File: src/sv/assert_macros.svh
// Assertion helpers shared by the RTL modules.
// Every module that uses them has a clock named i_clk and an active-low reset
// named i_rst_n.
`ifndef ASSERT_MACROS_SVH
`define ASSERT_MACROS_SVH

// A property that must hold at every clock edge outside of reset.
`define ASSERT_ALWAYS(label, prop, msg) \
    label: assert property (@(posedge i_clk) disable iff (!i_rst_n) (prop)) \
        else $error(msg);

// Whenever the antecedent holds, the consequent must hold in the same cycle.
`define ASSERT_IMPL(label, ante, cons, msg) \
    label: assert property (@(posedge i_clk) disable iff (!i_rst_n) (ante) |-> (cons)) \
        else $error(msg);

`endif

File: src/sv/mbr_pkg.sv
package mbr_pkg;

    // Default sizing of the block.
    localparam int MAX_TRIANGLES_DEF = 64;
    localparam int COORD_WIDTH_DEF   = 32;

    // Largest store the job descriptor can describe.
    localparam int MAX_TRIANGLES_LIMIT = 64;
    localparam int JOB_CNT_W           = $clog2(MAX_TRIANGLES_LIMIT + 1);

    // Geometry of one triangle.
    localparam int NUM_AXES   = 3;
    localparam int NUM_COORDS = 9;
    localparam int CIDX_W     = $clog2(NUM_COORDS + 1);

    // Fixed-point formats of the scale factor and the target extent.
    localparam int FRAC_W    = 16;
    localparam int FACTOR_W  = 32;
    localparam int TGT_W     = 31;
    localparam int DIV_DVD_W = TGT_W + FRAC_W;

    localparam logic [TGT_W-1:0]    TGT_RESET  = TGT_W'(65536);
    localparam logic [FACTOR_W-1:0] FACTOR_ONE = FACTOR_W'(65536);

    // Depth of the descriptor queue between the front and back parts.
    localparam int Q_DEPTH = 2;

    // Control part of one mesh job handed from the front to the back.
    typedef struct packed {
        logic                 bank;
        logic [JOB_CNT_W-1:0] count;
        logic                 dropped;
    } t_job_ctl;

    // Bits needed to index n entries (at least one).
    function automatic int idx_width(input int n);
        return (n > 1) ? $clog2(n) : 1;
    endfunction

endpackage

File: src/sv/mbr_queue.sv
`include "assert_macros.svh"

module mbr_queue
    import mbr_pkg::*;
#(
    parameter int COORD_WIDTH = COORD_WIDTH_DEF
) (
    input  logic                                 i_clk,
    input  logic                                 i_rst_n,
    input  logic                                 i_push,
    input  t_job_ctl                             i_push_ctl,
    input  logic [NUM_AXES-1:0][COORD_WIDTH-1:0] i_push_min,
    input  logic [NUM_AXES-1:0][COORD_WIDTH-1:0] i_push_max,
    input  logic                                 i_pop,
    output logic                                 o_valid,
    output logic                                 o_full,
    output t_job_ctl                             o_head_ctl,
    output logic [NUM_AXES-1:0][COORD_WIDTH-1:0] o_head_min,
    output logic [NUM_AXES-1:0][COORD_WIDTH-1:0] o_head_max
);

    localparam int PTR_W = idx_width(Q_DEPTH);
    localparam int QCNT_W = $clog2(Q_DEPTH + 1);

    t_job_ctl                             r_ctl [Q_DEPTH];
    logic [NUM_AXES-1:0][COORD_WIDTH-1:0] r_min [Q_DEPTH];
    logic [NUM_AXES-1:0][COORD_WIDTH-1:0] r_max [Q_DEPTH];
    logic [PTR_W-1:0]                     r_wr_ptr;
    logic [PTR_W-1:0]                     r_rd_ptr;
    logic [QCNT_W-1:0]                    r_count;

    function automatic logic [PTR_W-1:0] ptr_inc(input logic [PTR_W-1:0] p);
        return (p == PTR_W'(Q_DEPTH - 1)) ? '0 : p + PTR_W'(1);
    endfunction

    always_ff @(posedge i_clk) begin
        if (!i_rst_n) begin
            r_wr_ptr <= '0;
            r_rd_ptr <= '0;
            r_count  <= '0;
        end else begin
            if (i_push) begin
                r_ctl[r_wr_ptr] <= i_push_ctl;
                r_min[r_wr_ptr] <= i_push_min;
                r_max[r_wr_ptr] <= i_push_max;
                r_wr_ptr        <= ptr_inc(r_wr_ptr);
            end
            if (i_pop) begin
                r_rd_ptr <= ptr_inc(r_rd_ptr);
            end
            if (i_push && !i_pop) begin
                r_count <= r_count + QCNT_W'(1);
            end else if (i_pop && !i_push) begin
                r_count <= r_count - QCNT_W'(1);
            end
        end
    end

    assign o_valid    = (r_count != '0);
    assign o_full     = (r_count == QCNT_W'(Q_DEPTH));
    assign o_head_ctl = r_ctl[r_rd_ptr];
    assign o_head_min = r_min[r_rd_ptr];
    assign o_head_max = r_max[r_rd_ptr];

    `ASSERT_IMPL(a_no_push_full, i_push, !o_full, "job pushed into a full queue")
    `ASSERT_IMPL(a_no_pop_empty, i_pop, o_valid, "job popped from an empty queue")

endmodule

File: config.mk
export PLATFORM = sky130hd
export DESIGN_NAME = mbr_queue
export DESIGN_NICKNAME = d
export VERILOG_FILES = /design/src/sv/mbr_pkg.sv /design/src/sv/mbr_queue.sv
export VERILOG_INCLUDE_DIRS = /design/src /design/src/sv
export SDC_FILE = /design/constraint.sdc
export NUM_CORES = 1
export LEC_CHECK = 0
export BUFFER_PORTS_ARGS = -buffer_cell sky130_fd_sc_hd__buf_2
export CORE_UTILIZATION = 52
export CTS_CLUSTER_DIAMETER = 100
export CTS_CLUSTER_SIZE = 8
export DETAILED_ROUTE_END_ITERATION = 10
export GPL_TIMING_DRIVEN = 0
export PLACE_DENSITY_LB_ADDON = 0.08
export SLEW_MARGIN = 10
export SYNTH_ARGS = -nofsm -noshare
export SYNTH_HDL_FRONTEND = slang
export SYNTH_SLANG_ARGS = --single-unit
File: constraint.sdc
create_clock -name i_clk -period 14.8 [get_ports i_clk]
set_input_delay 2.22 -clock i_clk [delete_from_list [all_inputs] [get_ports i_clk]]
set_output_delay 2.22 -clock i_clk [all_outputs]
set_load 0.05 [all_outputs]
---- Word-level counts from Yosys, hierarchy flattened ----
Memories as Yosys holds them, arrays and structs flattened. A register that Yosys moved wholly into a read port is not among the register bits.
Index checks and enable logic that the tools add are counted.
cells by class
  add/sub/neg operators ................... 4
  equality and inequality tests ........... 1
  mux-type cells .......................... 13
  reductions and logical operators ........ 6
operators with widths
  cell                                              count
  two-way mux 1 bit                                 11
  two-way mux 2 bit                                 2
  nonzero test 2 bit                                2
  adder 1 bit, second input constant                2
  adder 2 x 1 -> 2 bit, second input constant       1
  equality test 2 bit, second input constant        1
  logical AND 1 bit                                 2
  logical NOT 1 bit                                 2
  subtractor 2 x 1 -> 2 bit, second input constant  1
storage, ports and cells
  bits in registers ....................... 4
  RAM bits ................................ 402
  input port bits ......................... 205
  output and inout port bits .............. 203
  logic and storage cells ................. 30
  memories kept ........................... 3
memory list
  memory  depth  bits a word  read ports  clocked after memory_dff  write ports  line             RTL
  r_max   2      96           1           1                         1            mbr_queue.sv:27  logic [NUM_AXES-1:0][COORD_WIDTH-1:0] r_max [Q_DEPTH];
  r_min   2      96           1           1                         1            mbr_queue.sv:26  logic [NUM_AXES-1:0][COORD_WIDTH-1:0] r_min [Q_DEPTH];
  r_ctl   2      9            1           1                         1            mbr_queue.sv:25  t_job_ctl r_ctl [Q_DEPTH];

---- Longest topological paths before layout ----
  depth in word-level cells ............... 4
  depth in mapped cells ................... 5
  mapped depth without buffers ............ 5

---- Worst setup path before layout ----
Ideal clock, no wire load.
  path kind ............................... input-to-reg
  start ................................... input i_rst_n
  end ..................................... memory r_ctl[0][0] in the netlist's numbering (enable)
  library setup time ...................... 772 ps
  arrival time ............................ 10705 ps
  required time ........................... 14028 ps
  setup slack ............................. 3323 ps
  stages on the path ...................... 2
  buffers on the path ..................... 0
  cell sequence ........................... nand2_1 > nor2_1
between the ends
  cells in the longest elaborated chain, start to end .. 2
ends and longest elaborated chain
  element                                  line             RTL
  start: declaration                       mbr_queue.sv:9   input logic i_rst_n,
  two-way mux 1 bit                        mbr_queue.sv:37  if (!i_rst_n) begin
  two-way mux 1 bit (implied by the code)  mbr_queue.sv:43  r_ctl[r_wr_ptr] <= i_push_ctl;
  end: declaration                         mbr_queue.sv:25
Every way passes these cells.

==> results.md <==
Status:
- The flow ran to the end, and the final reports show no timing, DRC or antenna violations.

Clock tree:
- The H-tree was split into 2 levels.
- After clock tree synthesis, the clock-pin slew on the worst setup and hold paths is 0.05 ns.
- Post-CTS timing repair inserted 0 buffers for setup.
- Counting the buffers created by CTS gives 56.
- The longest clock path from root to sink contains 3 buffers.
- After clock tree synthesis, the repair step resized 0 gates.
- The tree built by TritonCTS fans out to 407 sinks.
- The cell at the root of the clock tree is clkbuf_16.
- The clock tree from TritonCTS is built.
- For the worst-skew pair, the clock arrives at the later sink with an insertion delay of 0.54 ns.
- In this run, post-CTS hold repair placed 0 buffers.

Setup path:
- At the worst endpoint, the arrival time is 1.92 ns.
- The cell that appears most often on the critical path is buf_6.
- At the worst endpoint, the required time is 12.58 ns.
- The signal on the critical path passes through buf_6, buf_6, mux2_2, buf_2.
- The biggest cell delay along the critical path is 0.37 ns.
- The worst setup path is of the register to output pin kind.
- The worst setup path is captured at an output pin.
- The flop-to-flop setup slack is 12.92 ns.
- The largest individual stage delay along the critical path comes from the cell dfxtp_1.
- The worst setup path is launched from a register.
- The largest driver fanout on the critical path is 10.

Place:
- The global placer's final weighted congestion is 0.7006.
- The pre-CTS worst setup slack is 10.90 ns.
- The number of input and output port buffers inserted is 407.
- Detailed placement finished with a half-perimeter wire length of 20.80 mm.
- After detailed placement, the design holds a cell count of 1,445.

Timing:
- Measured against its own limit, the worst slew margin works out to 0.4936.
- Dividing the final minimum period by the clock period gives 0.2800.
- The shortest period the worst path allows is 4.143 ns.
- The hold violation count in the final report is 0.
- The transition time at the pin with the least slew margin is 0.7596 ns.
- Setup repair after global routing left no endpoint under its margin.
- For the final database, setup skew stands at 0.01021 ns.
- The worst path meets setup with 10.66 ns of slack.
- Setup violations remaining at the end of the flow were counted as 0.
- The final number of max-transition violations was 0.
- The achievable clock frequency is 241.3 MHz.

Cells and area:
- The area growth from synthesis to layout is 29.03%.
- At the end of the flow, the number of nets in the layout was 1,331.
- After the flow finishes, the layout carries non-filler instances totaling 1,517.
- The fraction of final layout cells with drive strength greater than 1 is 0.6174.
- The core occupancy in the finished layout is 0.6854.

Routing:
- The total via count after detailed routing is 7,596.
- The remaining antenna violation count after routing is 0.
- The post-detailed-route wirelength per cell is 19.77 um.
- The detailed-route wire length is 30.00 mm.
- For this block, the initial DRC count from the detailed router was 316.
- After detailed routing, the number of remaining DRC violations is 0.
- Before antenna repair, the detailed router went through 4 iterations.
- Dividing the detail-routed via count by the number of cells gives 5.007.

Synth:
- In the post-synthesis netlist, the cell with the most instances is edfxtp_1.
- After synthesis the netlist holds a flip-flop and latch count of 407.
- When the netlist entered floorplanning its net count stood at 854.
- The number of flops mapped to enable cells by yosys is 402.
- In the synthesized netlist, the cells that appear most often are 402 x edfxtp_1, 201 x mux2_2, 21 x buf_6.
- The post-synthesis sequential area ratio is 0.8225.
- The number of distinct library cell variants in the gate-level netlist after synthesis is 18.
- The post-synth design cell area is 14,800 um2.
- The biggest area consumer among synthesized cells is edfxtp_1.
- The proportion of register bits with asynchronous set or reset after synthesis is 0.
- The count of warnings emitted by yosys is 0.
- The most used flip-flop cell after synthesis is edfxtp_1.
- Of the post-synthesis cell area, the dominant cell type holds 0.8158.
- The average size of a mapped cell is 22.84 um2.
- The cell count after synthesis came out at 648.
- By area the synthesized netlist is led by edfxtp_1 82%, mux2_2 15%, buf_6 1.6%.

Die:
- For this configuration, the core starts out at a cell density of 0.5312.
- The core area is 27,860 um2.
- The die area is 29,140 um2.
- The vertical extent of the die is 170.7 um.
- The number of placement rows is 61.
- The top-level port count is 408.
- Measured along the x axis, the die boundary spans 170.7 um.

Global route:
- The maximum number of pins on one net before global-route repair is 60.
- The first global-routing pass estimated 43.02 mm of wire.
- In the global route stage, overall resource usage came out at 0.2012.
- Summed over all layers, the global routing overflow is 0.
- The number of global-route vias before repair was 7,821.
- The number of antenna violations at the first check in global routing was 4.

Pwr:
- The maximum VDD drop is 0.1111 mV.
- For this design the static power due to leakage is 7.127 nW.
- Overall power consumption after layout is estimated at 2.824 mW.
- The power density over the cells is 147.9 nW/um2.

Job:
- Max-cap violations in this run came to 0.

Worst hold path:
- The class of the worst hold path is register to register.
==> sequential cells by signal (all words and copies together) (netlist names), named ones only <==
signal,flops
r_count,2
r_ctl,18
r_max,192
r_min,192
r_rd_ptr,1
r_wr_ptr,1
==> cell type report <==
type	count	area (um2)
Antenna cell	2	5.005
Buffer	22	241.5
Clock buffer	70	1475
Fill cell	1916	8765
Inverter	1	3.754
Multi-Input combinational cell	218	2394
Sequential cell	407	12170
Tap cell	378	473.0
Timing Repair Buffer	419	2330
==> worst paths after layout <==
kind                                         startpoint                       to  cells after the start
worst max register to register    r_wr_ptr$_SDFFE_PN0P_   r_max[1][56]$_DFFE_PP_                      2
worst min register to register  r_count[1]$_SDFFE_PN0P_  r_count[1]$_SDFFE_PN0P_                      2
worst min-delay path            r_count[1]$_SDFFE_PN0P_  r_count[1]$_SDFFE_PN0P_                      2
worst max-delay path                           register           o_head_max[63]                      4
==> critical path, delay by kind of cell (launching register included) <==
kind                   cells  cell delay, ns
buffers and inverters      3            0.65
flip-flops                 1            0.37
multiplexers               1            0.35
==> per-stage QoR <==
stage | instance area, um2 | hold WS, ns | setup TNS [ns]
after floorplan | 14800 | 0.4606 | 0
after global placement | 17310 | 0.4793 | -373.01
after detailed placement | 17610 | 0.4845 | 0
after CTS | 19090 | 0.4946 | 0
after global routing | 19090 | 0.5104 | 0
final | 19090 | 0.4895 | 0
==> routing by layer <==
layer / share of wire / GRT usage / vias up
met3: 0.10 / 0.08189 / 48
met5: 0.00073 / 0 / -
met2: 0.52 / 0.3556 / 295
li1: - / - / 3534
met1: 0.35 / 0.2158 / 3715
met4: 0.024 / 0.07207 / 4
==> cells in the final DEF (no fill, tap or decap) <==
cell type,n
nand2_1,1
and2_1,4
xor2_1,3
ha_1,1
or3_1,1
xnor2_1,1
buf_16,7
o21ai_0,1
a21boi_1,1
clkbuf_16,57
clkbuf_1,13
or2_2,1
buf_12,5
mux2_2,201
buf_6,21
nor2_4,1
diode_2,2
inv_1,1
and3_4,1
edfxtp_1,402
nor2b_1,1
dfxtp_1,5
buf_2,408
==> report_power, final <==
group / switching, mW / total, mW / internal [mW]
clock: 0.410 / 1.09 / 0.678
sequential: 0.00953 / 1.33 / 1.32
combinational: 0.281 / 0.406 / 0.125
total: 0.700 / 2.82 / 2.12
==> cell families (layout without fill, tap and decap cells) <==
logic type | Yosys count | after routing | synth area share
flops | 407 | 407 | 0.8225
mux | 201 | 201 | 0.1530
fa+ha+maj | 1 | 1 | 0.0008454
compound gates | 2 | 2 | 0.0008454
simple gates | 10 | 10 | 0.003890
other cells | 0 | 2 | 0
buf+inv | 23 | 512 | 0.01657
xor+xnor | 4 | 4 | 0.002368
(Power assumes the default switching activity.)
