## src/sv/assert_macros.svh

```systemverilog
// Assertion helpers shared by the RTL modules.
// Every module that uses them has a clock named i_clk and an active-low reset
// named i_rst_n.
`ifndef ASSERT_MACROS_SVH
`define ASSERT_MACROS_SVH

// A property that must hold at every clock edge outside of reset.
`define ASSERT_ALWAYS(label, prop, msg) \
    label: assert property (@(posedge i_clk) disable iff (!i_rst_n) (prop)) \
        else $error(msg);

// Whenever the antecedent holds, the consequent must hold in the same cycle.
`define ASSERT_IMPL(label, ante, cons, msg) \
    label: assert property (@(posedge i_clk) disable iff (!i_rst_n) (ante) |-> (cons)) \
        else $error(msg);

`endif

```

## src/sv/mbr_pkg.sv

```systemverilog
package mbr_pkg;

    // Default sizing of the block.
    localparam int MAX_TRIANGLES_DEF = 64;
    localparam int COORD_WIDTH_DEF   = 32;

    // Largest store the job descriptor can describe.
    localparam int MAX_TRIANGLES_LIMIT = 64;
    localparam int JOB_CNT_W           = $clog2(MAX_TRIANGLES_LIMIT + 1);

    // Geometry of one triangle.
    localparam int NUM_AXES   = 3;
    localparam int NUM_COORDS = 9;
    localparam int CIDX_W     = $clog2(NUM_COORDS + 1);

    // Fixed-point formats of the scale factor and the target extent.
    localparam int FRAC_W    = 16;
    localparam int FACTOR_W  = 32;
    localparam int TGT_W     = 31;
    localparam int DIV_DVD_W = TGT_W + FRAC_W;

    localparam logic [TGT_W-1:0]    TGT_RESET  = TGT_W'(65536);
    localparam logic [FACTOR_W-1:0] FACTOR_ONE = FACTOR_W'(65536);

    // Depth of the descriptor queue between the front and back parts.
    localparam int Q_DEPTH = 2;

    // Control part of one mesh job handed from the front to the back.
    typedef struct packed {
        logic                 bank;
        logic [JOB_CNT_W-1:0] count;
        logic                 dropped;
    } t_job_ctl;

    // Bits needed to index n entries (at least one).
    function automatic int idx_width(input int n);
        return (n > 1) ? $clog2(n) : 1;
    endfunction

endpackage

```

## src/sv/mbr_front.sv

```systemverilog
`include "assert_macros.svh"

module mbr_front
    import mbr_pkg::*;
#(
    parameter int MAX_TRIANGLES = MAX_TRIANGLES_DEF,
    parameter int COORD_WIDTH   = COORD_WIDTH_DEF
) (
    input  logic                                    i_clk,
    input  logic                                    i_rst_n,
    input  logic                                    i_valid,
    input  logic                                    i_mesh_end,
    input  logic [NUM_COORDS-1:0][COORD_WIDTH-1:0]  i_coords,
    input  logic                                    i_q_full,
    output logic                                    o_stall,
    output logic                                    o_wr_en,
    output logic [idx_width(MAX_TRIANGLES):0]       o_wr_addr,
    output logic [NUM_COORDS-1:0][COORD_WIDTH-1:0]  o_wr_data,
    output logic                                    o_push,
    output t_job_ctl                                o_push_ctl,
    output logic [NUM_AXES-1:0][COORD_WIDTH-1:0]    o_push_min,
    output logic [NUM_AXES-1:0][COORD_WIDTH-1:0]    o_push_max
);

    localparam int IDX_W     = idx_width(MAX_TRIANGLES);
    localparam int TRI_CNT_W = $clog2(MAX_TRIANGLES + 1);

    localparam logic [COORD_WIDTH-1:0] COORD_MAXV = {1'b0, {(COORD_WIDTH-1){1'b1}}};
    localparam logic [COORD_WIDTH-1:0] COORD_MINV = {1'b1, {(COORD_WIDTH-1){1'b0}}};

    logic                                 r_bank;
    logic [TRI_CNT_W-1:0]                 r_count;
    logic                                 r_dropped;
    logic [NUM_AXES-1:0][COORD_WIDTH-1:0] r_min;
    logic [NUM_AXES-1:0][COORD_WIDTH-1:0] r_max;

    logic                                 accept;
    logic                                 full;
    logic                                 store;
    logic [TRI_CNT_W-1:0]                 n_count;
    logic                                 n_dropped;
    logic [NUM_AXES-1:0][COORD_WIDTH-1:0] n_min;
    logic [NUM_AXES-1:0][COORD_WIDTH-1:0] n_max;

    function automatic logic [COORD_WIDTH-1:0] smin(input logic [COORD_WIDTH-1:0] a,
                                                   input logic [COORD_WIDTH-1:0] b);
        return ($signed(a) < $signed(b)) ? a : b;
    endfunction

    function automatic logic [COORD_WIDTH-1:0] smax(input logic [COORD_WIDTH-1:0] a,
                                                   input logic [COORD_WIDTH-1:0] b);
        return ($signed(a) > $signed(b)) ? a : b;
    endfunction

    always_comb begin
        accept    = i_valid && !i_q_full;
        full      = (r_count == TRI_CNT_W'(MAX_TRIANGLES));
        store     = accept && !full;
        n_count   = store ? r_count + TRI_CNT_W'(1) : r_count;
        n_dropped = r_dropped || (accept && full);
        for (int a = 0; a < NUM_AXES; a++) begin
            if (store) begin
                n_min[a] = smin(smin(r_min[a], i_coords[a]),
                                smin(i_coords[NUM_AXES + a], i_coords[2*NUM_AXES + a]));
                n_max[a] = smax(smax(r_max[a], i_coords[a]),
                                smax(i_coords[NUM_AXES + a], i_coords[2*NUM_AXES + a]));
            end else begin
                n_min[a] = r_min[a];
                n_max[a] = r_max[a];
            end
        end
    end

    always_ff @(posedge i_clk) begin
        if (!i_rst_n) begin
            r_bank    <= 1'b0;
            r_count   <= '0;
            r_dropped <= 1'b0;
            r_min     <= {NUM_AXES{COORD_MAXV}};
            r_max     <= {NUM_AXES{COORD_MINV}};
        end else if (accept) begin
            if (i_mesh_end) begin
                // The mesh is handed over; start a fresh one in the other bank.
                r_bank    <= !r_bank;
                r_count   <= '0;
                r_dropped <= 1'b0;
                r_min     <= {NUM_AXES{COORD_MAXV}};
                r_max     <= {NUM_AXES{COORD_MINV}};
            end else begin
                r_count   <= n_count;
                r_dropped <= n_dropped;
                r_min     <= n_min;
                r_max     <= n_max;
            end
        end
    end

    assign o_stall    = i_q_full;
    assign o_wr_en    = store;
    assign o_wr_addr  = {r_bank, r_count[IDX_W-1:0]};
    assign o_wr_data  = i_coords;
    assign o_push     = accept && i_mesh_end;
    assign o_push_min = n_min;
    assign o_push_max = n_max;

    always_comb begin
        o_push_ctl.bank    = r_bank;
        o_push_ctl.count   = JOB_CNT_W'(n_count);
        o_push_ctl.dropped = n_dropped;
    end

    `ASSERT_ALWAYS(a_count_range, r_count <= TRI_CNT_W'(MAX_TRIANGLES),
        "triangle count beyond the store capacity")

endmodule

```

## config.mk

```make
export PLATFORM = sky130hd
export DESIGN_NAME = mbr_front
export DESIGN_NICKNAME = d
export VERILOG_FILES = /design/src/sv/mbr_pkg.sv /design/src/sv/mbr_front.sv
export VERILOG_INCLUDE_DIRS = /design/src /design/src/sv
export SDC_FILE = /design/constraint.sdc
export NUM_CORES = 2
export LEC_CHECK = 0
export ABC_AREA = 1
export BUFFER_PORTS_ARGS = -buffer_cell sky130_fd_sc_hd__buf_2
export CORE_AREA = 2 2 309 311
export CTS_BUF_LIST = sky130_fd_sc_hd__clkbuf_4 sky130_fd_sc_hd__clkbuf_8
export DETAILED_ROUTE_END_ITERATION = 16
export DIE_AREA = 0 0 311 313
export HOLD_SLACK_MARGIN = 0.02
export SLEW_MARGIN = 30
export SYNTH_ARGS = -nofsm -noshare
export SYNTH_HDL_FRONTEND = slang
export SYNTH_SLANG_ARGS = --single-unit
```

## constraint.sdc

```tcl
create_clock -name i_clk -period 15.1 [get_ports i_clk]
set_clock_uncertainty 0.1 [all_clocks]
set_input_delay 2.265 -clock i_clk [delete_from_list [all_inputs] [get_ports i_clk]]
set_output_delay 2.265 -clock i_clk [all_outputs]
set_load 0.005 [all_outputs]
```

Yosys cells after proc, flatten, opt, wreduce, memory -nomap -nowiden
Index checks and enable logic that the tools add are counted.
{ "word_totals": {"in_bits": 293, "reg_bits": 201, "wordCells": 67} }
{ "classes": {"n_eq_ne": 1, "magnitude_cmp": 18, "add_sub_neg": 1, "n_reduce_logical": 9, "mux": 29} }
{ "op_table": {"columns": ["cell", "count"], "rows": [
  ["32-bit two-way mux", 24],
  ["32-bit greater-than comparator", 9],
  ["32-bit less-than comparator", 9],
  ["96-bit two-way mux", 2],
  ["7-bit two-way mux", 2],
  ["7-bit by 1-bit adder with 7-bit output, second input constant", 1],
  ["7-bit == test, second input constant", 1],
  ["1-bit logical AND", 4],
  ["1-bit logical NOT", 3],
  ["2-bit AND reduction", 1],
  ["1-bit logical OR", 1],
  ["1-bit two-way mux", 1]
]} }

Logic depth before layout (Yosys ltp)
{ "depth": {"word_depth": 6, "depth_mapped": 38, "ltp_nobuf": 38} }

Least setup slack after synthesis
Ideal clock, no wire load.
{ "synth_path": {"path_type": "input-to-output", "from": "input port i_coords[65] (netlist bit)", "to": "output port o_push_max[95] (netlist bit)", "path_buffers": 2, "required_time_ns": 12.735, "stages": 30, "slack_ns": 6.689, "arrival_ns": 6.046, "path_cell_list": "inv_1 ha_1 inv_1 o21bai_1 a221oi_1 o211ai_1 nand2_1 o211ai_1 a21oi_1 or2_2 nand3_1 clkbuf_1 o21ai_0 ha_1 a21oi_1 o21ai_0 a21oi_1 nor2_1 o21ai_0 nand2_1 nand2_1 o2111ai_1 nand2_1 o2111ai_1 xnor2_1 nand2_1 clkbuf_1 nand2_1 o211ai_1 o21ai_0"} }
{ "synth_rtl": {"columns": ["element", "line", "text"], "rows": [
  ["start, declared", "mbr_front.sv:13", "input logic [NUM_COORDS-1:0][COORD_WIDTH-1:0] i_coords,"],
  ["end, declared", "mbr_front.sv:22", "output logic [NUM_AXES-1:0][COORD_WIDTH-1:0] o_push_max"]
]} }

==> results.toml <==
[timing]
period_share_pct = 75.1
whs_ns = 0.363
rsz0062_at_grt = "no"
fin_ws_ns = 3.76
tns_ns = 0
max_slew_margin_pct = 32.6
finalSetupViolations = 0
tightestPinTransition_ns = 1.00
max_freq_mhz = 88.2
hold_viol_final = 0
min_period_ns = 11.34
slew_viol_final = 0

[floorplanning]
dieArea_sq_um = 97300
rows = 113
die_h_um = 313
fp.dieW_um = 311
io_pins = 792
initial_utilization_pct = 31.2
core_area_sq_um = 94200

[clock_network]
ctsHoldBuffers = 0
clock_sinks = 201
path_clk_slew_ns = 0.04
htreeDepth = 2
cts.path.max_buffers = 3
clock_latency_ns = 0.61
cts_setup_buffers = 0
cts_tree = "yes"
ctsResizeCount = 0
cts_buffers = 47
cts-root-buf = "clkbuf_8"

[power_and_ir_drop]
power_density_nw_per_um2 = 91.5
p_leak_nw = 17.0
swShare_pct = 49.5
clkPwrFrac_pct = 23.9
p_int_w = 0.00153
finalPower_w = 0.00304
p_switching_w = 0.00151
power_frac_comb_pct = 57.1
ir_worst_vdd_mv = 0.0648
seq_power_share_pct = 19.1

[detailed_routing]
firstDrtPassIters = 5
final_antenna_net_count = 0
viasPerCell = 5.01
drcViolationCount = 0
vias = 32000
routed_wl_um = 115000
drt_iter0_drc = 2288
wl_per_cell_um = 17.9

[logic_synthesis]
synth_cell_types = 49
ys_ff_latch = 201
yosysSeqAreaShare_pct = 13.7
syn-num-nets = 5511
synth_area_sq_um = 29400
synthCells = 4742
synth_top_area_share_pct = 20.2
ys.flop_type = "dfxtp_1"
synth_area_per_cell_sq_um = 6.21
synth-edff-count = 0
yosysTopAreaCell = "ha_1"
yosysWarnings = 0
async_flop_share_pct = 0
synth.area.top_cells = "ha_1 (20%), nand2_1 (19%), dfxtp_1 (14%)"

[final_layout]
drive_gt1_share_pct = 20.6
nets = 5865
post_layout_nonfiller_instances = 6399
layout_common_cells = "nand2_1 (1450), buf_2 (791), inv_1 (524)"
multiInputGateArea_sq_um = 20400
seqCellArea_sq_um = 4020
fillers = 10400
syn_to_final_growth_pct = 12.9
layout_commonest_cell = "nand2_1"

[setup_path]
critPathArrivalTime_ns = 8.98
crit_type = "in2out"
cp_slowest_stage_delay_ns = 0.82
path_delay_family = "simple AND/OR/NAND/NOR gates"
endpoint_kind = "output port"
crit_slowest_cell = "nor4_1"
start_kind = "primary input"
worstPathMaxFanout = 62
critPathRequiredTime_ns = 12.73
crit_path_frequent_cell = "nand2_1"
crit_buf_inv = 5

[placement]
dp_cells = 6311
place_ws_ns = 3.62
numPortBuffers = 791
place.gp.congestion = 0.895
place_hpwl_um = 91600

[grt]
grt_pass1_wl_um = 173000
gr-total-overflow = 0
grt_antenna_before_repair = 4
grt_pass1_vias = 29500
grt_max_degree = 178
grt.total_usage_pct = 22.5

[hold_path]
hold_path_class = "reg2reg"

[run_status]
status = "finished clean"

[flow_run]
cap_viol_max_count = 0
## cell type report
| cell class | instances | share of cell area [%] |
|---|---|---|
| repair buffers | 817 | 12.6 |
| well taps | 1265 | 4.77 |
| diodes | 4 | 0.0301 |
| clock inverters | 8 | 0.271 |
| inverters | 530 | 6.04 |
| flip-flops and latches | 201 | 12.1 |
| clock buffers | 75 | 2.81 |
| multi-input cells | 3499 | 61.3 |
## layer usage
layer | share of wire [%] | global-route usage [%] | vias up
met5 | 0 | 0 | -
met2 | 47 | 38.8 | 1057
li1 | - | - | 16200
met4 | 3.2 | 7.21 | 0
met1 | 43 | 28.5 | 14600
met3 | 6.6 | 3.75 | 168
## kinds of logic after synthesis
logic type | after synthesis | share of synthesized area [%]
AOI/OAI and AO/OA | 1159 | 22.8
xor gates and xnor gates | 11 | 0.327
adders and majority gates | 476 | 20.2
buffers and inverters | 1042 | 17.4
DFF | 201 | 13.7
and+or+nand+nor | 1853 | 25.5
## per-stage QoR
stage	area (sq um)	util [%]
floorplan	29400	-
global placement	32100	34.1
detailed placement	32100	34.1
CTS	33200	35.2
global route	33200	35.3
finish	33200	35.3
## worst min-delay path: cells and delay by family (launching register included)
| family | cells | cell delay (ns) |
|---|---|---|
| AOI/OAI and AO/OA | 1 | 0.05 |
| DFF | 1 | 0.30 |
| and+or+nand+nor | 1 | 0.06 |
## sequential cells by signal (all words and copies together), names as in the netlist
signal	flops
r_min	96
r_dropped	1
r_max	96
r_count	7
r_bank	1
## power groups by stage
stage               clock network [W]  logic, W  registers (W)
finish                       0.000725   0.00174       0.000580
floorplan                           0   0.00121       0.000582
CTS                          0.000749   0.00173       0.000579
global placement                    0   0.00170       0.000590
global route                 0.000769   0.00196       0.000583
detailed placement                  0   0.00172       0.000590
## Yosys cell counts (2+ instances only)
library cell / count
a2111oi_0: 3
a211oi_1: 20
a21o_1: 6
a21oi_1: 462
a221oi_1: 4
a31oi_1: 7
and3_1: 2
buf_1: 25
buf_2: 13
buf_4: 309
buf_6: 6
clkbuf_1: 159
dfxtp_1: 201
ha_1: 476
inv_1: 526
inv_2: 3
nand2_1: 1459
nand2_2: 8
nand2_4: 2
nand3_1: 101
nand3_2: 30
nand4_1: 49
nor2_1: 168
nor2_2: 2
nor3_1: 17
nor4_1: 8
o2111ai_1: 3
o211ai_1: 106
o211ai_2: 30
o21a_1: 6
o21ai_0: 436
o21ai_1: 2
o21ai_2: 60
o21bai_1: 5
o221a_2: 2
o221ai_1: 4
xnor2_1: 4
xor2_1: 7
## worst paths after layout
check             slack (ns)                      to                   start  cells after the start
hold / removal          0.36   r_max[0]$_SDFFE_PN0P_   r_max[0]$_SDFFE_PN0P_                      2
setup / recovery        3.76          o_push_max[63]            i_coords[63]                     27
setup reg to reg        8.04  r_max[63]$_SDFFE_PN1P_  r_max[63]$_SDFFE_PN1P_                     26
hold reg to reg         0.36   r_max[0]$_SDFFE_PN0P_   r_max[0]$_SDFFE_PN0P_                      2
No activity file was read; power rests on OpenSTA's default activity.
