## src/sv/assert_macros.svh

```systemverilog
// Assertion helpers shared by the RTL modules.
// Every module that uses them has a clock named i_clk and an active-low reset
// named i_rst_n.
`ifndef ASSERT_MACROS_SVH
`define ASSERT_MACROS_SVH

// A property that must hold at every clock edge outside of reset.
`define ASSERT_ALWAYS(label, prop, msg) \
    label: assert property (@(posedge i_clk) disable iff (!i_rst_n) (prop)) \
        else $error(msg);

// Whenever the antecedent holds, the consequent must hold in the same cycle.
`define ASSERT_IMPL(label, ante, cons, msg) \
    label: assert property (@(posedge i_clk) disable iff (!i_rst_n) (ante) |-> (cons)) \
        else $error(msg);

`endif

```

## src/sv/mbr_pkg.sv

```systemverilog
package mbr_pkg;

    // Default sizing of the block.
    localparam int MAX_TRIANGLES_DEF = 64;
    localparam int COORD_WIDTH_DEF   = 32;

    // Largest store the job descriptor can describe.
    localparam int MAX_TRIANGLES_LIMIT = 64;
    localparam int JOB_CNT_W           = $clog2(MAX_TRIANGLES_LIMIT + 1);

    // Geometry of one triangle.
    localparam int NUM_AXES   = 3;
    localparam int NUM_COORDS = 9;
    localparam int CIDX_W     = $clog2(NUM_COORDS + 1);

    // Fixed-point formats of the scale factor and the target extent.
    localparam int FRAC_W    = 16;
    localparam int FACTOR_W  = 32;
    localparam int TGT_W     = 31;
    localparam int DIV_DVD_W = TGT_W + FRAC_W;

    localparam logic [TGT_W-1:0]    TGT_RESET  = TGT_W'(65536);
    localparam logic [FACTOR_W-1:0] FACTOR_ONE = FACTOR_W'(65536);

    // Depth of the descriptor queue between the front and back parts.
    localparam int Q_DEPTH = 2;

    // Control part of one mesh job handed from the front to the back.
    typedef struct packed {
        logic                 bank;
        logic [JOB_CNT_W-1:0] count;
        logic                 dropped;
    } t_job_ctl;

    // Bits needed to index n entries (at least one).
    function automatic int idx_width(input int n);
        return (n > 1) ? $clog2(n) : 1;
    endfunction

endpackage

```

## src/sv/mbr_div.sv

```systemverilog
`include "assert_macros.svh"

module mbr_div
    import mbr_pkg::*;
#(
    parameter int DVS_W = COORD_WIDTH_DEF
) (
    input  logic                 i_clk,
    input  logic                 i_rst_n,
    input  logic                 i_start,
    input  logic [DIV_DVD_W-1:0] i_dividend,
    input  logic [DVS_W-1:0]     i_divisor,
    output logic                 o_done,
    output logic [DIV_DVD_W-1:0] o_quotient
);

    localparam int STEP_W = $clog2(DIV_DVD_W);

    logic                 r_busy;
    logic                 r_done;
    logic [STEP_W-1:0]    r_step;
    logic [DIV_DVD_W-1:0] r_quo;
    logic [DVS_W-1:0]     r_rem;
    logic [DVS_W-1:0]     r_dvs;

    logic [DVS_W:0] shifted;
    logic [DVS_W:0] diff;
    logic           ge;

    // Restoring division, one quotient bit per cycle. The dividend shifts out
    // of the top of r_quo while quotient bits shift in at the bottom.
    always_comb begin
        shifted = {r_rem, r_quo[DIV_DVD_W-1]};
        diff    = shifted - {1'b0, r_dvs};
        ge      = (shifted >= {1'b0, r_dvs});
    end

    always_ff @(posedge i_clk) begin
        if (!i_rst_n) begin
            r_busy <= 1'b0;
            r_done <= 1'b0;
            r_step <= '0;
        end else begin
            r_done <= 1'b0;
            if (i_start) begin
                r_busy <= 1'b1;
                r_step <= '0;
                r_quo  <= i_dividend;
                r_rem  <= '0;
                r_dvs  <= i_divisor;
            end else if (r_busy) begin
                r_quo <= {r_quo[DIV_DVD_W-2:0], ge};
                r_rem <= ge ? diff[DVS_W-1:0] : shifted[DVS_W-1:0];
                r_step <= r_step + STEP_W'(1);
                if (r_step == STEP_W'(DIV_DVD_W - 1)) begin
                    r_busy <= 1'b0;
                    r_done <= 1'b1;
                end
            end
        end
    end

    assign o_done     = r_done;
    assign o_quotient = r_quo;

    `ASSERT_IMPL(a_div_no_restart, i_start, !r_busy, "divider restarted while busy")

endmodule

```

## src/sv/mbr_back.sv

```systemverilog
`include "assert_macros.svh"

module mbr_back
    import mbr_pkg::*;
#(
    parameter int MAX_TRIANGLES = MAX_TRIANGLES_DEF,
    parameter int COORD_WIDTH   = COORD_WIDTH_DEF
) (
    input  logic                                   i_clk,
    input  logic                                   i_rst_n,
    input  logic [TGT_W-1:0]                       i_target,
    input  logic                                   i_q_valid,
    input  t_job_ctl                               i_q_ctl,
    input  logic [NUM_AXES-1:0][COORD_WIDTH-1:0]   i_q_min,
    input  logic [NUM_AXES-1:0][COORD_WIDTH-1:0]   i_q_max,
    output logic                                   o_q_pop,
    output logic                                   o_rd_en,
    output logic [idx_width(MAX_TRIANGLES):0]      o_rd_addr,
    input  logic [NUM_COORDS-1:0][COORD_WIDTH-1:0] i_rd_data,
    input  logic                                   i_stall,
    output logic                                   o_valid,
    output logic [NUM_COORDS-1:0][COORD_WIDTH-1:0] o_coords,
    output logic                                   o_run_last,
    output logic                                   o_capacity_exceeded
);

    localparam int IDX_W     = idx_width(MAX_TRIANGLES);
    localparam int TRI_CNT_W = $clog2(MAX_TRIANGLES + 1);
    localparam int PROD_W    = COORD_WIDTH + FRAC_W;

    localparam logic [COORD_WIDTH-1:0] COORD_MAXV = {1'b0, {(COORD_WIDTH-1){1'b1}}};
    localparam logic [COORD_WIDTH-1:0] COORD_MINV = {1'b1, {(COORD_WIDTH-1){1'b0}}};

    typedef enum logic [2:0] {
        S_IDLE,
        S_DIFF,
        S_EXT,
        S_DIV,
        S_READ,
        S_CALC,
        S_LOAD
    } t_state;

    t_state                                 r_state;
    logic [NUM_AXES-1:0][COORD_WIDTH-1:0]   r_diff;
    logic [FACTOR_W-1:0]                    r_factor;
    logic [IDX_W-1:0]                       r_k;
    logic [CIDX_W-1:0]                      r_iss;
    logic                                   r_a_vld;
    logic [CIDX_W-1:0]                      r_a_idx;
    logic                                   r_a_neg;
    logic [COORD_WIDTH-1:0]                 r_a_mag;
    logic                                   r_b_vld;
    logic [CIDX_W-1:0]                      r_b_idx;
    logic                                   r_b_neg;
    logic [PROD_W-1:0]                      r_b_hi;
    logic [PROD_W-1:0]                      r_b_lo;
    logic [NUM_COORDS-1:0][COORD_WIDTH-1:0] r_acc;
    logic                                   r_out_vld;
    logic [NUM_COORDS-1:0][COORD_WIDTH-1:0] r_out;
    logic                                   r_out_last;
    logic                                   r_out_drop;

    logic [NUM_AXES-1:0][COORD_WIDTH:0] diff_full;
    logic [COORD_WIDTH-1:0]             ext_xy;
    logic [COORD_WIDTH-1:0]             ext_w;
    logic                               div_start;
    logic                               div_done;
    logic [DIV_DVD_W-1:0]               div_quo;
    logic [FACTOR_W-1:0]                quo_sat;
    logic                               issue;
    logic [COORD_WIDTH-1:0]             sel_coord;
    logic [COORD_WIDTH-1:0]             sel_mag;
    logic [PROD_W-1:0]                  prod;
    logic                               ovf;
    logic [COORD_WIDTH-1:0]             scaled;
    logic                               out_free;
    logic                               is_last;

    always_comb begin
        for (int a = 0; a < NUM_AXES; a++) begin
            diff_full[a] = {i_q_max[a][COORD_WIDTH-1], i_q_max[a]}
                         - {i_q_min[a][COORD_WIDTH-1], i_q_min[a]};
        end
        ext_xy = (r_diff[1] > r_diff[0]) ? r_diff[1] : r_diff[0];
        ext_w  = (r_diff[2] > ext_xy) ? r_diff[2] : ext_xy;

        div_start = (r_state == S_EXT) && (ext_w != '0);
        quo_sat   = (|div_quo[DIV_DVD_W-1:FACTOR_W]) ? '1 : div_quo[FACTOR_W-1:0];

        issue     = (r_state == S_CALC) && (r_iss < CIDX_W'(NUM_COORDS));
        sel_coord = i_rd_data[r_iss];
        sel_mag   = sel_coord[COORD_WIDTH-1] ? (~sel_coord + COORD_WIDTH'(1)) : sel_coord;

        // Truncated magnitude of coordinate times factor, then saturation.
        prod = r_b_hi + (r_b_lo >> FRAC_W);
        ovf  = |prod[PROD_W-1:COORD_WIDTH-1];
        if (r_b_neg) begin
            scaled = ovf ? COORD_MINV : (~prod[COORD_WIDTH-1:0] + COORD_WIDTH'(1));
        end else begin
            scaled = ovf ? COORD_MAXV : prod[COORD_WIDTH-1:0];
        end

        out_free = !r_out_vld || !i_stall;
        is_last  = ((TRI_CNT_W'(r_k) + TRI_CNT_W'(1)) == i_q_ctl.count[TRI_CNT_W-1:0]);
    end

    mbr_div #(
        .DVS_W(COORD_WIDTH)
    ) u_div (
        .i_clk      (i_clk),
        .i_rst_n    (i_rst_n),
        .i_start    (div_start),
        .i_dividend ({i_target, {FRAC_W{1'b0}}}),
        .i_divisor  (ext_w),
        .o_done     (div_done),
        .o_quotient (div_quo)
    );

    always_ff @(posedge i_clk) begin
        if (!i_rst_n) begin
            r_state   <= S_IDLE;
            r_k       <= '0;
            r_iss     <= '0;
            r_a_vld   <= 1'b0;
            r_b_vld   <= 1'b0;
            r_out_vld <= 1'b0;
        end else begin
            // Coordinate pipeline: magnitude, partial products, saturation.
            r_a_vld <= issue;
            r_a_idx <= r_iss;
            r_a_neg <= sel_coord[COORD_WIDTH-1];
            r_a_mag <= sel_mag;
            r_b_vld <= r_a_vld;
            r_b_idx <= r_a_idx;
            r_b_neg <= r_a_neg;
            r_b_hi  <= {{FRAC_W{1'b0}}, r_a_mag}
                     * {{COORD_WIDTH{1'b0}}, r_factor[FACTOR_W-1:FRAC_W]};
            r_b_lo  <= {{FRAC_W{1'b0}}, r_a_mag}
                     * {{COORD_WIDTH{1'b0}}, r_factor[FRAC_W-1:0]};
            if (r_b_vld) begin
                r_acc[r_b_idx] <= scaled;
            end
            if (issue) begin
                r_iss <= r_iss + CIDX_W'(1);
            end

            if (r_out_vld && !i_stall) begin
                r_out_vld <= 1'b0;
            end

            unique case (r_state)
                S_IDLE: begin
                    if (i_q_valid) begin
                        r_state <= S_DIFF;
                    end
                end
                S_DIFF: begin
                    for (int a = 0; a < NUM_AXES; a++) begin
                        r_diff[a] <= diff_full[a][COORD_WIDTH-1:0];
                    end
                    r_state <= S_EXT;
                end
                S_EXT: begin
                    r_k <= '0;
                    if (ext_w == '0) begin
                        r_factor <= FACTOR_ONE;
                        r_state  <= S_READ;
                    end else begin
                        r_state <= S_DIV;
                    end
                end
                S_DIV: begin
                    if (div_done) begin
                        r_factor <= quo_sat;
                        r_state  <= S_READ;
                    end
                end
                S_READ: begin
                    r_iss   <= '0;
                    r_state <= S_CALC;
                end
                S_CALC: begin
                    if (r_b_vld && (r_b_idx == CIDX_W'(NUM_COORDS - 1))) begin
                        r_state <= S_LOAD;
                    end
                end
                S_LOAD: begin
                    if (out_free) begin
                        r_out_vld  <= 1'b1;
                        r_out      <= r_acc;
                        r_out_last <= is_last;
                        r_out_drop <= i_q_ctl.dropped;
                        if (is_last) begin
                            r_state <= S_IDLE;
                        end else begin
                            r_k     <= r_k + IDX_W'(1);
                            r_state <= S_READ;
                        end
                    end
                end
                default: begin
                    r_state <= S_IDLE;
                end
            endcase
        end
    end

    assign o_q_pop             = (r_state == S_LOAD) && out_free && is_last;
    assign o_rd_en             = (r_state == S_READ);
    assign o_rd_addr           = {i_q_ctl.bank, r_k};
    assign o_valid             = r_out_vld;
    assign o_coords            = r_out;
    assign o_run_last          = r_out_last;
    assign o_capacity_exceeded = r_out_drop;

    `ASSERT_IMPL(a_busy_has_job, r_state != S_IDLE, i_q_valid,
        "emit engine working without a queued job")

endmodule

```

## config.mk

```make
export PLATFORM = sky130hd
export DESIGN_NAME = mbr_back
export DESIGN_NICKNAME = d
export VERILOG_FILES = /design/src/sv/mbr_pkg.sv /design/src/sv/mbr_div.sv /design/src/sv/mbr_back.sv
export VERILOG_INCLUDE_DIRS = /design/src /design/src/sv
export SDC_FILE = /design/constraint.sdc
export NUM_CORES = 2
export LEC_CHECK = 0
export ABC_AREA = 1
export BUFFER_PORTS_ARGS = -buffer_cell sky130_fd_sc_hd__buf_2
export CORE_UTILIZATION = 58
export DETAILED_ROUTE_END_ITERATION = 8
export PLACE_DENSITY = 0.88
export SLEW_MARGIN = 30
export SYNTH_ARGS = -nofsm -noshare
export SYNTH_HDL_FRONTEND = slang
export SYNTH_SLANG_ARGS = --single-unit
```

## constraint.sdc

```tcl
create_clock -name i_clk -period 44.5 [get_ports i_clk]
set_input_delay 0 -clock i_clk [delete_from_list [all_inputs] [get_ports i_clk]]
set_output_delay 0 -clock i_clk [all_outputs]
set_load 0.005 [all_outputs]
```

* Word level (Yosys, flattened, before mapping)
Cells that the tools add are included. Widths: inputs -> output; s select.
Operators by class: $add $sub $neg 11, multipliers 2, $lt $le $gt $ge 7, eq/ne operators 15, muxes and demuxes 36, bitwise operators 4, reductions and logical operators 29
Operator list (number):
- $mux 32 | 12
- $bwmux 288 | 1
- $bmux 32 s4 | 1
- $demux 32 s4 | 1
- $sub 32x32->32 | 4
- $mul 32x16->48 | 2
- $mux 47 | 2
- $add 32x1->32 const B | 2
- $gt 32x32->1 | 2
- $not 32->32 | 2
- $pmux 32 s2 | 1
- $add 48x32->48 | 1
- $ge 33x32->1 | 1
- $logic_not 32->1 | 1
- $reduce_bool 32->1 | 1
- $mux 31 | 1
- $pmux 3 s7 | 1
- $mux 3 | 6
- $reduce_or 17->1 | 1
- $reduce_or 15->1 | 1
- $add 6x1->6 const B | 2
- $mux 6 | 2
- $pmux 6 s2 | 1
- $lt 4x5->1 const B | 2
- 24 further kinds | 53
Storage, ports and cells: register bits after elaboration 979

* Longest topological paths before layout
depth in word-level cells 8, gate-level depth with buffers 43, gate-level depth less buffers 40

* Hierarchy
Synthesis repeated with hierarchy kept, for this count alone.
Second synthesis, totals: cell total of the unflattened synthesis 8922, area, all modules 80811.3 µm²
By module, submodules not included:
- mbr_back | times used 1, cells each 7883, area each 73056.3 µm², sequential area each 25184.2 µm²
- mbr_div | times used 1, cells each 1039, area each 7754.9 µm², sequential area each 3493.4 µm²

* Worst setup path before layout
No wires, ideal clock.
path kind flip-flop to flip-flop, from register r_state[2], to register r_out_drop, in the netlist o_capacity_exceeded (enable), arrival 20.426 ns, data required time 43.203 ns, setup slack 22.776 ns, stages on the path, launching flop included 6, buffers on the path 1, clock period less this slack 21.724 ns, path through dfxtp_1 clkbuf_1 inv_1 nor2_1 inv_1 nor3_1
On the way: word-level cells in the longest chain between the ends 2
Ends and longest elaborated chain:
- start, declared | RTL line mbr_back.sv:44 | t_state r_state;
- start signal, assigned | RTL line mbr_back.sv:122 | r_state <= S_IDLE;
- start signal, assigned | RTL line mbr_back.sv:155 | r_state <= S_DIFF;
- start signal, assigned | RTL line mbr_back.sv:162 | r_state <= S_EXT;
- $eq 3x3->1 | RTL line mbr_back.sv:152 | unique case (r_state)
- $reduce_and 3->1 (no line)
- end signal, assigned | RTL line mbr_back.sv:193 | r_out_drop <= i_q_ctl.dropped;
- end, declared | RTL line mbr_back.sv:62 | logic r_out_drop;
No other way between the ends. A chain may end at the register's enable or synchronous reset.

* Worst setup path in the final report
from register r_diff[2] (netlist name), to register u_div.r_dvs[22] (enable)
On the way: word-level cells in the longest chain between the ends 7
Ends and longest elaborated chain:
- start, declared | RTL line mbr_back.sv:45 | logic [NUM_AXES-1:0][COORD_WIDTH-1:0] r_diff;
- start signal, assigned by index | RTL line mbr_back.sv:160 | r_diff[a] <= diff_full[a][COORD_WIDTH-1:0];
- $gt 32x32->1 | RTL line mbr_back.sv:85 | ext_xy = (r_diff[1] > r_diff[0]) ? r_diff[1] : r_diff[0];
- $mux 32 * | RTL line mbr_back.sv:85
- $gt 32x32->1 | RTL line mbr_back.sv:86 | ext_w = (r_diff[2] > ext_xy) ? r_diff[2] : ext_xy;
- $mux 32 * | RTL line mbr_back.sv:86
- $reduce_bool 32->1 * | RTL line mbr_back.sv:88 | div_start = (r_state == S_EXT) && (ext_w != '0);
- $logic_and 1x1->1 * | RTL line mbr_back.sv:88
- $reduce_and 2->1 (no line) *
- end signal, assigned | RTL line mbr_div.sv:50 | r_dvs <= i_divisor;
- end, declared | RTL line mbr_div.sv:24 | logic [DVS_W-1:0] r_dvs;
Every way passes the cells marked *; elsewhere a longest branch is shown, timed or not.

==> impl_metrics.xml <==
<?xml version="1.0" encoding="UTF-8"?>
<metrics>
  <group name="placement">
    <metric name="post_dp_cell_area" unit="mm^2">0.0855</metric>
    <metric name="gpl.final_weighted_congestion" unit="">1.01</metric>
    <metric name="portBuffers" unit="">821</metric>
    <metric name="dp_hpwl" unit="mm">185</metric>
  </group>
  <group name="clocking">
    <metric name="post-cts-setup-buffer-count" unit="">0</metric>
    <metric name="post_cts_resize_count" unit="">0</metric>
    <metric name="numClockSinks" unit="">963</metric>
    <metric name="clk-insertion-delay-late" unit="ns">0.73</metric>
    <metric name="cts_buffers" unit="">94</metric>
    <metric name="cts_tree" unit="">done</metric>
    <metric name="cts.clk_slew.worst_paths" unit="ns">0.06</metric>
    <metric name="cts-root-to-sink-buffers" unit="">3</metric>
    <metric name="clock_tree.htree_level_count" unit="">3</metric>
    <metric name="cts-root-buf" unit="">clkbuf_16</metric>
  </group>
  <group name="worst_setup_path">
    <metric name="crit_path_start_kind" unit="">register</metric>
    <metric name="critical_path_class" unit="">register to register</metric>
    <metric name="reg2reg_setup_slack" unit="ns">37.26</metric>
    <metric name="slowest_stage" unit="">nand2_2</metric>
    <metric name="critical_path_peak_fanout" unit="">54</metric>
    <metric name="end_kind" unit="">register</metric>
    <metric name="critical_path_data_required_time" unit="ns">44.91</metric>
    <metric name="cell_occurring_most_often_along_the_worst_timing_path" unit="">nand2_1</metric>
    <metric name="cp.arrival" unit="ns">7.65</metric>
    <metric name="critical-path-max-stage-delay" unit="ns">0.65</metric>
  </group>
  <group name="grt">
    <metric name="first_global_vias" unit="">67968</metric>
    <metric name="grt_antenna_before_repair" unit="">28</metric>
    <metric name="globalRoute.totalOverflow" unit="">0</metric>
    <metric name="grt_usage" unit="">0.361</metric>
    <metric name="grt_max_degree" unit="">98</metric>
    <metric name="grt_pass1_wl" unit="mm">380</metric>
  </group>
  <group name="synthesis">
    <metric name="netlist_cell_types" unit="">66</metric>
    <metric name="synth.ff_latch_count" unit="">963</metric>
    <metric name="post_synth_inst_count" unit="">8575</metric>
    <metric name="yosysWarningCount" unit="">0</metric>
    <metric name="synth-edff-count" unit="">939</metric>
    <metric name="synth_sequential_area_ratio" unit="">0.360</metric>
    <metric name="postSynth.asyncResetShare" unit="">0</metric>
    <metric name="synth_top_flop_cell" unit="">edfxtp_1</metric>
    <metric name="avgSynthCellArea" unit="um^2">9.28</metric>
    <metric name="synth.cell_area" unit="mm^2">0.0796</metric>
    <metric name="mappedNetlistNets" unit="">10404</metric>
  </group>
  <group name="timing">
    <metric name="setup_viol_count_final" unit="">0</metric>
    <metric name="finalCritPeriodShare" unit="">0.163</metric>
    <metric name="max-slew-margin-rel" unit="">0.328</metric>
    <metric name="setup_repair_after_global_routing_missed_its_margin" unit="">no</metric>
    <metric name="fmaxAchievable" unit="MHz">138</metric>
    <metric name="worst_slew_pin_slew" unit="ns">1.00</metric>
    <metric name="totalNegativeSetupSlack" unit="ns">0</metric>
    <metric name="timing.final.hold_violations" unit="">0</metric>
    <metric name="clock_skew" unit="ns">0.0478</metric>
    <metric name="report.final.slew_viol_count" unit="">0</metric>
    <metric name="min_period" unit="ns">7.24</metric>
  </group>
  <group name="hold_path">
    <metric name="min-delay-path-class" unit="">input port to primary output</metric>
  </group>
  <group name="die">
    <metric name="start_util" unit="">0.586</metric>
    <metric name="io_pins" unit="">824</metric>
    <metric name="core.rowCount" unit="">135</metric>
    <metric name="horizontal_extent_of_the_die" unit="um">372</metric>
    <metric name="floorplan.die_area" unit="mm^2">0.139</metric>
    <metric name="chipHeight" unit="um">372</metric>
    <metric name="fp.coreArea" unit="mm^2">0.136</metric>
  </group>
  <group name="layout">
    <metric name="layout.filler_cells" unit="">10054</metric>
    <metric name="regArea" unit="mm^2">0.0287</metric>
    <metric name="multiInputGateArea" unit="mm^2">0.0431</metric>
    <metric name="postLayoutCellArea" unit="mm^2">0.0914</metric>
    <metric name="most-common-layout-cells" unit="">nand2_1, inv_1, edfxtp_1, fa_1, buf_2</metric>
    <metric name="post_route_cells_drive_above_1_share" unit="">0.120</metric>
    <metric name="layout.cells.most_common" unit="">nand2_1</metric>
    <metric name="num-nets-final" unit="">11389</metric>
    <metric name="synthToLayoutAreaGrowth" unit="%">14.9</metric>
  </group>
  <group name="drt">
    <metric name="route.met3.wl" unit="mm">26.0</metric>
    <metric name="drt_pass1_iterations" unit="">8</metric>
    <metric name="first_iter_violations" unit="">7176</metric>
    <metric name="post-route-drc-count" unit="">0</metric>
    <metric name="wl" unit="mm">252</metric>
    <metric name="via_count" unit="">66256</metric>
    <metric name="top_layer" unit="">met5</metric>
    <metric name="met1_layer_wirelength_in_the_final_routing" unit="mm">89.3</metric>
    <metric name="ant_nets" unit="">0</metric>
    <metric name="avgRoutedWirePerCell" unit="um">22.1</metric>
    <metric name="route.met2.wl" unit="mm">119</metric>
    <metric name="avgViaCountPerCell" unit="">5.79</metric>
  </group>
  <group name="flow_run">
    <metric name="max-cap-violations" unit="">0</metric>
  </group>
  <group name="outcome">
    <metric name="outcome" unit="">finished, final reports clean</metric>
  </group>
</metrics>
==> repair_timing <==
item                                    4_1_cts  5_1_grt
endpoints found under the setup margin        0        0
endpoints found under the hold margin       179        0
hold buffers                                275        0
==> critical path, delay by kind of cell, from the launching register on <==
kind                       cells  cell delay [ns]
DFF                            1             0.42
and+or+nand+nor               29             4.41
buffers and inverters          5             1.09
adders and majority gates      2             0.52
AOI/OAI and AO/OA              2             0.41
==> synth_stat cells, drive strengths merged, types with 4 or more instances <==
| cell type | number | area share |
|---|---|---|
| a31oi | 51 | 0.0040 |
| and2 | 35 | 0.0028 |
| ha | 465 | 0.073 |
| a211oi | 12 | 0.0012 |
| xnor2 | 108 | 0.012 |
| o21bai | 10 | 0.00099 |
| a21o | 25 | 0.0024 |
| o31ai | 9 | 0.00085 |
| a21boi | 21 | 0.0020 |
| a221oi | 7 | 0.00077 |
| o22ai | 16 | 0.0013 |
| nand2 | 1881 | 0.089 |
| nor2 | 578 | 0.028 |
| clkbuf | 240 | 0.011 |
| o21a | 29 | 0.0027 |
| xor2 | 172 | 0.019 |
| o2111ai | 4 | 0.00044 |
| edfxtp | 939 | 0.35 |
| a2111oi | 7 | 0.00077 |
| o211ai | 31 | 0.0029 |
| buf | 65 | 0.0050 |
| and3 | 11 | 0.00086 |
| nand3 | 193 | 0.012 |
| nor4 | 17 | 0.0015 |
| o21ai | 433 | 0.028 |
| nand3b | 11 | 0.0011 |
| o221ai | 46 | 0.0051 |
| dfxtp | 24 | 0.0060 |
| nand4 | 69 | 0.0055 |
| nor3b | 4 | 0.00050 |
| inv | 1775 | 0.084 |
| fa | 840 | 0.21 |
| or2 | 27 | 0.0021 |
| nor3 | 49 | 0.0031 |
| a21oi | 360 | 0.023 |
==> path summary, 6_finish.rpt <==
check | from | end | cells after the start
worst min register to register | r_a_neg$_DFFE_PP_ | r_b_neg$_DFFE_PP_ | 0
worst min-delay path | i_q_ctl[8] | o_rd_addr[6] | 0
worst max-delay path | r_diff[2]$_DFFE_PP_ | u_div.r_dvs[22]$_DFFE_PP_ | 38
worst max register to register | r_diff[2]$_DFFE_PP_ | u_div.r_dvs[22]$_DFFE_PP_ | 38
==> final cells by class <==
type                       instances  area share
clock buffer                     106      0.0262
sequential                       963       0.314
clock inverter                    71     0.00774
timing repair buffer            1194      0.0834
inverter                        1775      0.0729
antenna                           20    0.000547
tap                             1781      0.0244
multi-input combinational       5532       0.471
==> cell families after synthesis <==
| group | share of synthesized area |
|---|---|
| buf+inv | 0.100 |
| xor+xnor | 0.0308 |
| simple gates | 0.147 |
| flops | 0.360 |
| compound gates | 0.0780 |
| fa+ha+maj | 0.284 |
==> per-stage QoR <==
stage | instances | setup WS [ns] | hold slack, ns | util
3_5_place_dp | 10970 | 37.37 | 0.0000453 | 0.630
6_report | 11442 | 37.26 | 0.0000356 | 0.673
2_1_floorplan | 8575 | 22.78 | 0.0808 | -
4_1_cts | 11422 | 37.34 | 0.0000453 | 0.673
3_3_place_gp | 10968 | 37.55 | 0.0000453 | 0.630
5_1_grt | 11435 | 36.88 | 0.0000444 | 0.673
==> per-layer routing <==
metal,GRT usage,vias to the layer above
met5,0.00385,-
met4,0.218,12
met2,0.593,4387
met1,0.429,31690
li1,-,29061
met3,0.0904,1106
==> registers in the layout, summed over array words and instances, names as in the netlist, 6 cells and up <==
name / flops
r_b_lo: 32
r_b_hi: 48
r_a_mag: 32
u_div.r_rem: 32
r_acc: 288
u_div.r_step: 6
r_diff: 96
u_div.o_quotient: 47
r_factor: 32
o_coords: 288
r_k: 6
u_div.r_dvs: 32
Power is left out: the tool's default activity adds up to more than one toggle a clock period on the data nets, which glitch-free logic cannot reach.
